File: src/hdl/srle_pkg.sv
`default_nettype none
package srle_pkg;

    localparam int DEF_MAX_WIDTH  = 4096;
    localparam int DEF_MAX_HEIGHT = 4096;
    localparam int DEF_PIXEL_BITS = 8;

    localparam int FIFO_DEPTH = 4;
    localparam int FIFO_PTR_W = 2;
    localparam int FIFO_CNT_W = 3;

    localparam logic [1:0] CFG_ORIGIN_COL    = 2'd0;
    localparam logic [1:0] CFG_ORIGIN_ROW    = 2'd1;
    localparam logic [1:0] CFG_REGION_WIDTH  = 2'd2;
    localparam logic [1:0] CFG_REGION_HEIGHT = 2'd3;

    localparam logic [12:0] RST_REGION_WIDTH  = 13'd640;
    localparam logic [12:0] RST_REGION_HEIGHT = 13'd480;

    typedef struct packed {
        logic [12:0] run_start;
        logic [13:0] run_end;
        logic [12:0] run_row;
        logic [7:0]  run_value;
        logic        row_final;
        logic        last;
    } t_run;

    typedef struct packed {
        logic [1:0] cnt;
        t_run       e0;
        t_run       e1;
    } t_fifo_wr;

endpackage
`default_nettype wire

File: src/hdl/srle_pix_if.sv
`default_nettype none
interface srle_pix_if;
    logic       valid;
    logic       ready;
    logic [7:0] pixel;

    modport source (output valid, output pixel, input ready);
    modport sink (input valid, input pixel, output ready);
endinterface
`default_nettype wire

File: src/hdl/srle_run_if.sv
`default_nettype none
interface srle_run_if;
    logic        valid;
    logic        ready;
    logic [12:0] run_start;
    logic [13:0] run_end;
    logic [12:0] run_row;
    logic [7:0]  run_value;
    logic        row_final;
    logic        last;

    modport source (output valid, output run_start, output run_end, output run_row,
                    output run_value, output row_final, output last, input ready);
    modport sink (input valid, input run_start, input run_end, input run_row,
                  input run_value, input row_final, input last, output ready);
endinterface
`default_nettype wire

File: src/hdl/scanline_run_length_encoder_core.sv
// a result passes through the input register and the result queue before it is offered
// throughput: one pixel per cycle while the result queue has room, set by the single-pass run update stage
// a row ending in a differing pixel gives two results, drained by the four-entry
// result queue one per cycle while ready is high; pixels stall while fewer than two slots are free
// reset (synchronous, active low): counters cleared, queue emptied, registers to defaults
`default_nettype none
module scanline_run_length_encoder_core #(
    parameter int MAX_WIDTH  = srle_pkg::DEF_MAX_WIDTH,
    parameter int MAX_HEIGHT = srle_pkg::DEF_MAX_HEIGHT,
    parameter int PIXEL_BITS = srle_pkg::DEF_PIXEL_BITS
) (
    input  wire logic        i_clk,
    input  wire logic        i_rst_n,
    input  wire logic        i_cfg_we,
    input  wire logic [1:0]  i_cfg_index,
    input  wire logic [12:0] i_cfg_data,
    srle_pix_if.sink         i_pix,
    srle_run_if.source       o_run
);
    import srle_pkg::*;

    localparam int COL_W = (MAX_WIDTH > 2) ? $clog2(MAX_WIDTH) : 1;
    localparam int ROW_W = (MAX_HEIGHT > 1) ? $clog2(MAX_HEIGHT) : 1;
    localparam int PIX_W = (PIXEL_BITS < 8) ? PIXEL_BITS : 8;
    localparam logic [7:0] PX_MASK = 8'((9'd1 << PIX_W) - 9'd1);
    localparam logic [13:0] MAX_W14 = 14'(MAX_WIDTH);
    localparam logic [13:0] MAX_H14 = 14'(MAX_HEIGHT);

    logic [11:0]      r_origin_col;
    logic [11:0]      r_origin_row;
    logic [12:0]      r_region_width;
    logic [12:0]      r_region_height;

    logic             r_in_valid;
    logic [7:0]       r_in_pixel;

    logic [7:0]       r_cur_value;
    logic [COL_W-1:0] r_cur_start;
    logic [COL_W-1:0] r_col;
    logic [ROW_W-1:0] r_row;

    logic [7:0]       n_cur_value;
    logic [COL_W-1:0] n_cur_start;
    logic [COL_W-1:0] n_col;
    logic [ROW_W-1:0] n_row;

    logic [13:0]      width_eff;
    logic [13:0]      height_eff;
    logic [7:0]       px;
    logic [13:0]      col_inc;
    logic [13:0]      row_inc;
    logic             run_break;
    logic             row_end;
    logic [COL_W-1:0] start_new;
    logic             fifo_room;
    logic             proc;
    t_run             run_a;
    t_run             run_b;
    t_fifo_wr         fifo_wr;
    t_run             fifo_out;
    logic             fifo_valid;

    function automatic logic [13:0] clamp_dim(logic [12:0] v, logic [13:0] maxv);
        logic [13:0] r;
        r = {1'b0, v};
        if (v == 13'd0) begin
            r = 14'd1;
        end else if ({1'b0, v} > maxv) begin
            r = maxv;
        end
        return r;
    endfunction

    // configuration registers
    always_ff @(posedge i_clk) begin
        if (!i_rst_n) begin
            r_origin_col    <= '0;
            r_origin_row    <= '0;
            r_region_width  <= RST_REGION_WIDTH;
            r_region_height <= RST_REGION_HEIGHT;
        end else if (i_cfg_we) begin
            case (i_cfg_index)
                CFG_ORIGIN_COL:    r_origin_col    <= i_cfg_data[11:0];
                CFG_ORIGIN_ROW:    r_origin_row    <= i_cfg_data[11:0];
                CFG_REGION_WIDTH:  r_region_width  <= i_cfg_data;
                CFG_REGION_HEIGHT: r_region_height <= i_cfg_data;
                default: begin
                end
            endcase
        end
    end

    assign proc        = r_in_valid && fifo_room;
    assign i_pix.ready = !r_in_valid || fifo_room;

    // input register
    always_ff @(posedge i_clk) begin
        if (!i_rst_n) begin
            r_in_valid <= 1'b0;
        end else if (i_pix.ready) begin
            r_in_valid <= i_pix.valid;
        end
    end

    always_ff @(posedge i_clk) begin
        if (i_pix.ready && i_pix.valid) begin
            r_in_pixel <= i_pix.pixel;
        end
    end

    // run update
    always_comb begin
        width_eff  = clamp_dim(r_region_width, MAX_W14);
        height_eff = clamp_dim(r_region_height, MAX_H14);
        px         = r_in_pixel & PX_MASK;
        col_inc    = 14'(r_col) + 14'd1;
        row_inc    = 14'(r_row) + 14'd1;
        run_break  = (r_col != '0) && (px != r_cur_value);
        row_end    = (col_inc >= width_eff);

        if (r_col == '0) begin
            start_new = '0;
        end else if (run_break) begin
            start_new = r_col;
        end else begin
            start_new = r_cur_start;
        end

        run_a.run_start = 13'(r_origin_col) + 13'(r_cur_start);
        run_a.run_end   = 14'(r_origin_col) + 14'(r_col);
        run_a.run_row   = 13'(r_origin_row) + 13'(r_row);
        run_a.run_value = r_cur_value;
        run_a.row_final = 1'b0;
        run_a.last      = !row_end;

        run_b.run_start = 13'(r_origin_col) + 13'(start_new);
        run_b.run_end   = 14'(r_origin_col) + col_inc;
        run_b.run_row   = 13'(r_origin_row) + 13'(r_row);
        run_b.run_value = px;
        run_b.row_final = 1'b1;
        run_b.last      = 1'b1;

        fifo_wr.cnt = 2'd0;
        fifo_wr.e0  = run_a;
        fifo_wr.e1  = run_b;
        if (proc) begin
            if (run_break && row_end) begin
                fifo_wr.cnt = 2'd2;
            end else if (run_break) begin
                fifo_wr.cnt = 2'd1;
            end else if (row_end) begin
                fifo_wr.cnt = 2'd1;
                fifo_wr.e0  = run_b;
            end
        end

        n_cur_value = px;
        if (row_end) begin
            n_cur_start = '0;
            n_col       = '0;
            n_row       = (row_inc >= height_eff) ? '0 : ROW_W'(row_inc);
        end else begin
            n_cur_start = start_new;
            n_col       = COL_W'(col_inc);
            n_row       = r_row;
        end
    end

    always_ff @(posedge i_clk) begin
        if (!i_rst_n) begin
            r_cur_value <= '0;
            r_cur_start <= '0;
            r_col       <= '0;
            r_row       <= '0;
        end else if (proc) begin
            r_cur_value <= n_cur_value;
            r_cur_start <= n_cur_start;
            r_col       <= n_col;
            r_row       <= n_row;
        end
    end

    srle_run_fifo u_fifo (
        .i_clk   (i_clk),
        .i_rst_n (i_rst_n),
        .i_wr    (fifo_wr),
        .o_room  (fifo_room),
        .o_valid (fifo_valid),
        .o_data  (fifo_out),
        .i_ready (o_run.ready)
    );

    assign o_run.valid     = fifo_valid;
    assign o_run.run_start = fifo_out.run_start;
    assign o_run.run_end   = fifo_out.run_end;
    assign o_run.run_row   = fifo_out.run_row;
    assign o_run.run_value = fifo_out.run_value;
    assign o_run.row_final = fifo_out.row_final;
    assign o_run.last      = fifo_out.last;
endmodule
`default_nettype wire

File: src/hdl/srle_run_fifo.sv
`default_nettype none
module srle_run_fifo (
    input  wire logic               i_clk,
    input  wire logic               i_rst_n,
    input  wire srle_pkg::t_fifo_wr i_wr,
    output logic                    o_room,
    output logic                    o_valid,
    output srle_pkg::t_run          o_data,
    input  wire logic               i_ready
);
    import srle_pkg::*;

    t_run                  r_mem [FIFO_DEPTH];
    logic [FIFO_PTR_W-1:0] r_wr;
    logic [FIFO_PTR_W-1:0] r_rd;
    logic [FIFO_CNT_W-1:0] r_cnt;
    logic [FIFO_PTR_W-1:0] n_wr;
    logic [FIFO_PTR_W-1:0] n_rd;
    logic [FIFO_CNT_W-1:0] n_cnt;
    logic                  pop;

    assign o_valid = (r_cnt != '0);
    assign o_data  = r_mem[r_rd];
    assign o_room  = (r_cnt <= FIFO_CNT_W'(FIFO_DEPTH - 2));
    assign pop     = o_valid && i_ready;

    always_comb begin
        n_wr  = r_wr + FIFO_PTR_W'(i_wr.cnt);
        n_rd  = r_rd + FIFO_PTR_W'(pop);
        n_cnt = r_cnt + FIFO_CNT_W'(i_wr.cnt) - FIFO_CNT_W'(pop);
    end

    always_ff @(posedge i_clk) begin
        if (!i_rst_n) begin
            r_wr  <= '0;
            r_rd  <= '0;
            r_cnt <= '0;
        end else begin
            r_wr  <= n_wr;
            r_rd  <= n_rd;
            r_cnt <= n_cnt;
        end
    end

    always_ff @(posedge i_clk) begin
        if (i_wr.cnt != 2'd0) begin
            r_mem[r_wr] <= i_wr.e0;
        end
        if (i_wr.cnt == 2'd2) begin
            r_mem[r_wr + FIFO_PTR_W'(1)] <= i_wr.e1;
        end
    end
endmodule
`default_nettype wire

File: src/flat_wrapper.sv
// flat-port wrapper written by rule: the top's interface ports become plain ports
module scanline_run_length_encoder_core_flat import srle_pkg::*;
#(
    parameter int MAX_WIDTH  = srle_pkg::DEF_MAX_WIDTH,
    parameter int MAX_HEIGHT = srle_pkg::DEF_MAX_HEIGHT,
    parameter int PIXEL_BITS = srle_pkg::DEF_PIXEL_BITS
)
  (i_clk, i_rst_n, i_cfg_we, i_cfg_index, i_cfg_data, i_pix_valid, i_pix_pixel, i_pix_ready, o_run_valid, o_run_run_start, o_run_run_end, o_run_run_row, o_run_run_value, o_run_row_final, o_run_last, o_run_ready);
  srle_pix_if i_pix_i ();
  srle_run_if o_run_i ();
  input  wire logic i_clk;
  input  wire logic i_rst_n;
  input  wire logic i_cfg_we;
  input  wire logic [1:0] i_cfg_index;
  input  wire logic [12:0] i_cfg_data;
  input wire logic [$bits(i_pix_i.valid)-1:0] i_pix_valid;
  input wire logic [$bits(i_pix_i.pixel)-1:0] i_pix_pixel;
  output wire logic [$bits(i_pix_i.ready)-1:0] i_pix_ready;
  output wire logic [$bits(o_run_i.valid)-1:0] o_run_valid;
  output wire logic [$bits(o_run_i.run_start)-1:0] o_run_run_start;
  output wire logic [$bits(o_run_i.run_end)-1:0] o_run_run_end;
  output wire logic [$bits(o_run_i.run_row)-1:0] o_run_run_row;
  output wire logic [$bits(o_run_i.run_value)-1:0] o_run_run_value;
  output wire logic [$bits(o_run_i.row_final)-1:0] o_run_row_final;
  output wire logic [$bits(o_run_i.last)-1:0] o_run_last;
  input wire logic [$bits(o_run_i.ready)-1:0] o_run_ready;
  assign i_pix_i.valid = i_pix_valid;
  assign i_pix_i.pixel = i_pix_pixel;
  assign i_pix_ready = i_pix_i.ready;
  assign o_run_valid = o_run_i.valid;
  assign o_run_run_start = o_run_i.run_start;
  assign o_run_run_end = o_run_i.run_end;
  assign o_run_run_row = o_run_i.run_row;
  assign o_run_run_value = o_run_i.run_value;
  assign o_run_row_final = o_run_i.row_final;
  assign o_run_last = o_run_i.last;
  assign o_run_i.ready = o_run_ready;
  scanline_run_length_encoder_core #(.MAX_WIDTH(MAX_WIDTH), .MAX_HEIGHT(MAX_HEIGHT), .PIXEL_BITS(PIXEL_BITS)) u_core (.i_clk(i_clk), .i_rst_n(i_rst_n), .i_cfg_we(i_cfg_we), .i_cfg_index(i_cfg_index), .i_cfg_data(i_cfg_data), .i_pix(i_pix_i), .o_run(o_run_i));
endmodule
File: config.mk
export PLATFORM = sky130hd
export DESIGN_NAME = scanline_run_length_encoder_core_flat
export DESIGN_NICKNAME = d
export VERILOG_FILES = /design/src/hdl/srle_pkg.sv /design/src/hdl/srle_pix_if.sv /design/src/hdl/srle_run_if.sv /design/src/hdl/scanline_run_length_encoder_core.sv /design/src/hdl/srle_run_fifo.sv /design/src/flat_wrapper.sv
export SDC_FILE = /design/constraint.sdc
export NUM_CORES = 1
export LEC_CHECK = 0
export BUFFER_PORTS_ARGS = -buffer_cell sky130_fd_sc_hd__buf_2
export CORE_ASPECT_RATIO = 1.5
export CORE_MARGIN = 5
export CORE_UTILIZATION = 39
export DETAILED_ROUTE_END_ITERATION = 8
export PLACE_DENSITY = 0.55
export RECOVER_POWER = 100
export SETUP_SLACK_MARGIN = 0.05
export SYNTH_ARGS = -nofsm -noshare
export SYNTH_HDL_FRONTEND = slang
export SYNTH_SLANG_ARGS = --single-unit
File: constraint.sdc
create_clock -name i_clk -period 8 [get_ports i_clk]
set_clock_uncertainty 0.05 [all_clocks]
set_input_delay 1.2 -clock i_clk [delete_from_list [all_inputs] [get_ports i_clk]]
set_output_delay 1.2 -clock i_clk [all_outputs]
set_load 0.01 [all_outputs]
Yosys cells after proc, flatten, opt, wreduce, memory -nomap -nowiden --
Memory sizes are Yosys's and may differ from the RTL's. A register that Yosys moved wholly into a read port is not among the register bits. Index checks and enable logic that the tools add are counted.
Cells by class: add/subtract/negate cells 12, magnitude comparators 5, equality and inequality tests 5, multiplexer cells 20, reduce and logical (&&, ||, !) cells 20
Operator list (count):
- 50-bit two-way mux | 2
- 12-bit two-way mux | 5
- 12-bit by 12-bit adder with 13-bit output | 4
- 52-bit two-way mux | 1
- 51-bit two-way mux | 1
- 14-bit >= comparator | 2
- 14-bit two-way mux | 2
- 12-bit by 1-bit adder with 13-bit output, second input constant | 2
- 13-bit greater-than comparator, second input constant | 2
- 13-bit zero test | 2
- 13-bit two-way mux | 2
- 12-bit by 14-bit adder with 14-bit output | 1
- 12-bit zero test | 1
- 12-bit nonzero test | 1
- 2-bit AND reduction | 5
- 8-bit != test | 1
- 2-bit == test, second input constant | 3
- 2-bit two-way mux | 3
- 1-bit logical AND | 5
- 1-bit two-way mux | 4
- 3-bit by 2-bit adder with 3-bit output | 1
- 3-bit by 2-bit <= comparator with 1-bit output, second input constant | 1
- 3-bit nonzero test | 1
- 3-bit by 1-bit subtractor with 3-bit output | 1
- 8 further kinds | 9
Word-level totals: register bits 110, bits in writable memories 200, bits of input ports 28, output and inout bits 52, word-level logic and storage cells 76, memories 1
Memory list:
- u_core.u_fifo.r_mem | words 4, width 50, rd ports 1, clocked after memory_dff 1, write ports 2, line srle_run_fifo.sv:13 | t_run r_mem [FIFO_DEPTH];

Longest topological paths before layout --
word-level depth 12, mapped depth 24, depth with buffers taken out 22

Cells and area by module --
From an unflattened synthesis, not the netlist that was laid out.
Second synthesis, totals: cells, all modules 1551, area total of the unflattened synthesis 18579.1 µm²
By module, submodules not included:
- srle_run_fifo | instances 1, cells each 535, area each 10214.8 µm², seq. area each 6145.9 µm²
- scanline_run_length_encoder_core | instances 1, cells each 1016, area each 8364.3 µm², seq. area each 2142.1 µm²

Least setup slack after synthesis --
No wires, ideal clock.
path type register to register, start point register u_core.r_col[2], end point memory u_core.u_fifo.r_mem[0][10] (netlist bit), enable pin, arrival 5.293 ns, required time 7.545 ns, slack 2.252 ns, stages on the path, launching flop included 21, clock period less this slack 5.748 ns, cell sequence dfxtp_1 buf_2 and3_1 and3_1 and3_1 and3_1 xor2_1 ha_1 a211oi_1 o21ai_0 a21oi_1 o211ai_1 a21oi_1 inv_1 clkbuf_1 ha_1 nor2_1 a21oi_1 nor3_1 nor2_1 inv_1
RTL lines:
- from (decl) | line scanline_run_length_encoder_core.sv:39 | logic [COL_W-1:0] r_col;
- from (signal assigned) | line scanline_run_length_encoder_core.sv:178 | r_col <= n_col;
- to (decl) | line srle_run_fifo.sv:13

==> flow_summary.json <==
{
  "outcome": "complete, but fails checks",
  "violations": "capacitance limit, slew limit",
  "firstDrtPassIters": 5,
  "die_area_um2": 48770,
  "max-slew-margin-rel": -1.621,
  "finalHoldViolations": 0,
  "cts_buffers": 31,
  "grt_use_total": 0.1995,
  "synth_flop_cell": "edfxtp_1",
  "path_cells": "and3_1 > and3_1 > and3_1 > and3_1 > nand3_1 > xnor2_1 > ha_1 > nand4_1 > or3_1 > o211ai_1 > a21oi_1 > inv_1 > ha_1 > nor2_1 > a21oi_1 > nor3_1 > nor2_1 > inv_1 > clkbuf_2",
  "area_growth_pct": 10.63,
  "h-tree-depth": 1,
  "ys_warn_count": 0,
  "fin_tns_setup_ps": 0,
  "crit_fanout": 43,
  "synthArstFlopShare": 0,
  "wl_um": 49580,
  "drt_iter0_markers": 901,
  "yosysSeqAreaShare": 0.4744,
  "vias": 12720,
  "slowest_delay_ps": 1040,
  "required_ps": 8130,
  "p_per_area_nw_per_um2": 206.6,
  "clockBufferDepth": 3,
  "first_global_vias": 12713,
  "drv_cap": 2,
  "yosysTopAreaCellShare": 0.3471,
  "synthTopCellsByCount": "200 x edfxtp_1, 191 x nand2_1, 119 x nor2_1, 110 x dfxtp_1, 96 x ha_1",
  "synth.most_common_cell": "edfxtp_1",
  "antenna_found_initial": 0,
  "cts_setup_buffers": 0,
  "gp_congestion": 0.9062,
  "cts_root_buffer": "clkbuf_16",
  "p_leak_nw": 6.925,
  "ys_ff_latch": 310,
  "synth_largest_area_cell": "edfxtp_1",
  "dieHeight_um": 268.0,
  "antenna_cells": 0,
  "cts_tree": "built",
  "nNetsFinal": 1781,
  "endpoint_kind": "register",
  "place.port_buffers": 79,
  "fillers": 4184,
  "crit_type": "register to register",
  "grt_max_degree": 103,
  "drive_above_1_share": 0.09493,
  "final.min_clock_period_ps": 6980,
  "place_hpwl_um": 35960,
  "cts_sinks": 310,
  "arrival_ps": 7110,
  "postSynthAreaPerCell_um2": 10.83,
  "drtAntennaViolNets": 0,
  "crit_path_top_delay_cell": "clkbuf_2",
  "rows": 94,
  "cts-resized-gates": 0,
  "start_util": 0.3944,
  "core-area_um2": 43870,
  "ys_types": 70,
  "synth_cells": 1597,
  "hp-class": "register to register",
  "ctsHoldBuffers": 0,
  "syn-num-nets": 1727,
  "holdWs_ps": 426.6,
  "worst_pin_slew_ps": 3931,
  "grt-ovfl-total": 0,
  "rsz0062_at_grt": "false",
  "cp-start-kind": "register",
  "ioPinCount": 80,
  "timing.fmax_mhz": 143.3,
  "power.total_mw": 3.955,
  "remaining_drc_errors": 0,
  "irDropWorstVdd_mv": 0.1301,
  "syn-cell-area_um2": 17300,
  "clock_latency_ps": 580,
  "finalSetupViolations": 0,
  "dieWidth_um": 182.0,
  "viasPerCell": 5.651,
  "slew_violations": 155,
  "utilization": 0.4363,
  "synth.area.top_cells": "edfxtp_1 35%, dfxtp_1 13%, ha_1 6.9%",
  "fin_crit_sh": 0.8725,
  "clk_pin_slew_ps": 60,
  "wl_per_cell_um": 22.03,
  "synth_edf_count": 200,
  "grt_pass1_wl_um": 75900,
  "critPathMostFrequentCell": "and3_1"
}
-- stage by stage --
| stage | instance area [µm²] | cells | setup slack (ps) |
|---|---|---|---|
| floorplan | 17300 | 1597 | 2252 |
| global placement | 18270 | 2194 | 1710 |
| detailed placement | 18270 | 2194 | 1480 |
| CTS | 19260 | 2251 | 1463 |
| global route | 19140 | 2251 | 453.1 |
| finish | 19140 | 2251 | 1020 |
-- final timing paths --
path	slack, ps	depth (start not counted)	end	startpoint
max	1020	19	u_core.u_fifo.r_mem[0][36]$_DFFE_PP_	u_core.r_col[2]$_SDFFE_PN0P_
max reg2reg	1020	19	u_core.u_fifo.r_mem[0][36]$_DFFE_PP_	u_core.r_col[2]$_SDFFE_PN0P_
min reg2reg	430	2	u_core.r_origin_row[11]$_SDFFE_PN0P_	u_core.r_origin_row[11]$_SDFFE_PN0P_
min	430	2	u_core.r_origin_row[11]$_SDFFE_PN0P_	u_core.r_origin_row[11]$_SDFFE_PN0P_
-- power by group --
part / leakage [nW] / internal, mW / total (mW) / switching [mW]
registers: 2.90 / 1.74 / 1.80 / 0.0597
clock network: 0.472 / 0.819 / 1.46 / 0.636
logic: 3.56 / 0.307 / 0.697 / 0.390
-- cells in the final DEF (no fill, tap or decap), types with 25 or more instances in the layout --
cell type and n:
a21boi_0 72, a21oi_1 57, a22o_1 47, and2_1 26, buf_2 27, clkbuf_1 75, clkbuf_16 32, dfxtp_1 108
edfxtp_1 200, ha_1 96, inv_1 29, mux4_2 50, nand2_1 191, nand3_1 42, nor2_1 121, nor2b_1 25
o21ai_0 51, o22ai_1 70, xnor2_1 42, xor2_1 38
-- layer usage --
metal	up-vias	routed length (µm)	track usage
li1	6079	-	-
met1	6192	20420	0.2519
met2	354	25070	0.3537
met3	95	2163	0.02031
met4	0	1924	0.07672
met5	-	0	0
-- state kept, by name, indices dropped and copies added (netlist names), 12 cells and up --
name,count
u_core.r_col,12
u_core.r_cur_start,12
u_core.r_region_height,13
u_core.u_fifo.r_mem,200
u_core.r_origin_row,12
u_core.r_origin_col,12
u_core.r_region_width,13
u_core.r_row,12
-- area by class of cell --
type                    instances  area (µm²)  share of cell area
multi-input cells            1175        8645              0.4516
flip-flops and latches        310        8213              0.4290
clock buffers                  45       869.6             0.04543
well taps                     576       720.7             0.03765
repair buffers                102       455.4             0.02379
clock inverters                12       122.6            0.006406
inverters                      31       116.4            0.006079
-- critical path, delay by kind of cell, from the launching register on --
kind                     cells  cell delay, ps
buffers and inverters        3            1780
adder cells (fa/ha/maj)      2             690
XOR/XNOR                     1             210
AO/OA/AOI/OAI                3             360
flip-flops                   1             600
AND/OR/NAND/NOR             10            2820
-- cell families (layout without fill, tap and decap cells) --
kind of cell	count (synthesis)	in the layout	synth area share
AO/OA/AOI/OAI	389	389	0.1544
XOR/XNOR	81	81	0.04143
adder cells (fa/ha/maj)	102	102	0.07636
buffers and inverters	112	190	0.02582
flip-flops	310	310	0.4744
multiplexers	79	79	0.08236
AND/OR/NAND/NOR	524	524	0.1453
Power figures use the tool's default switching activity.
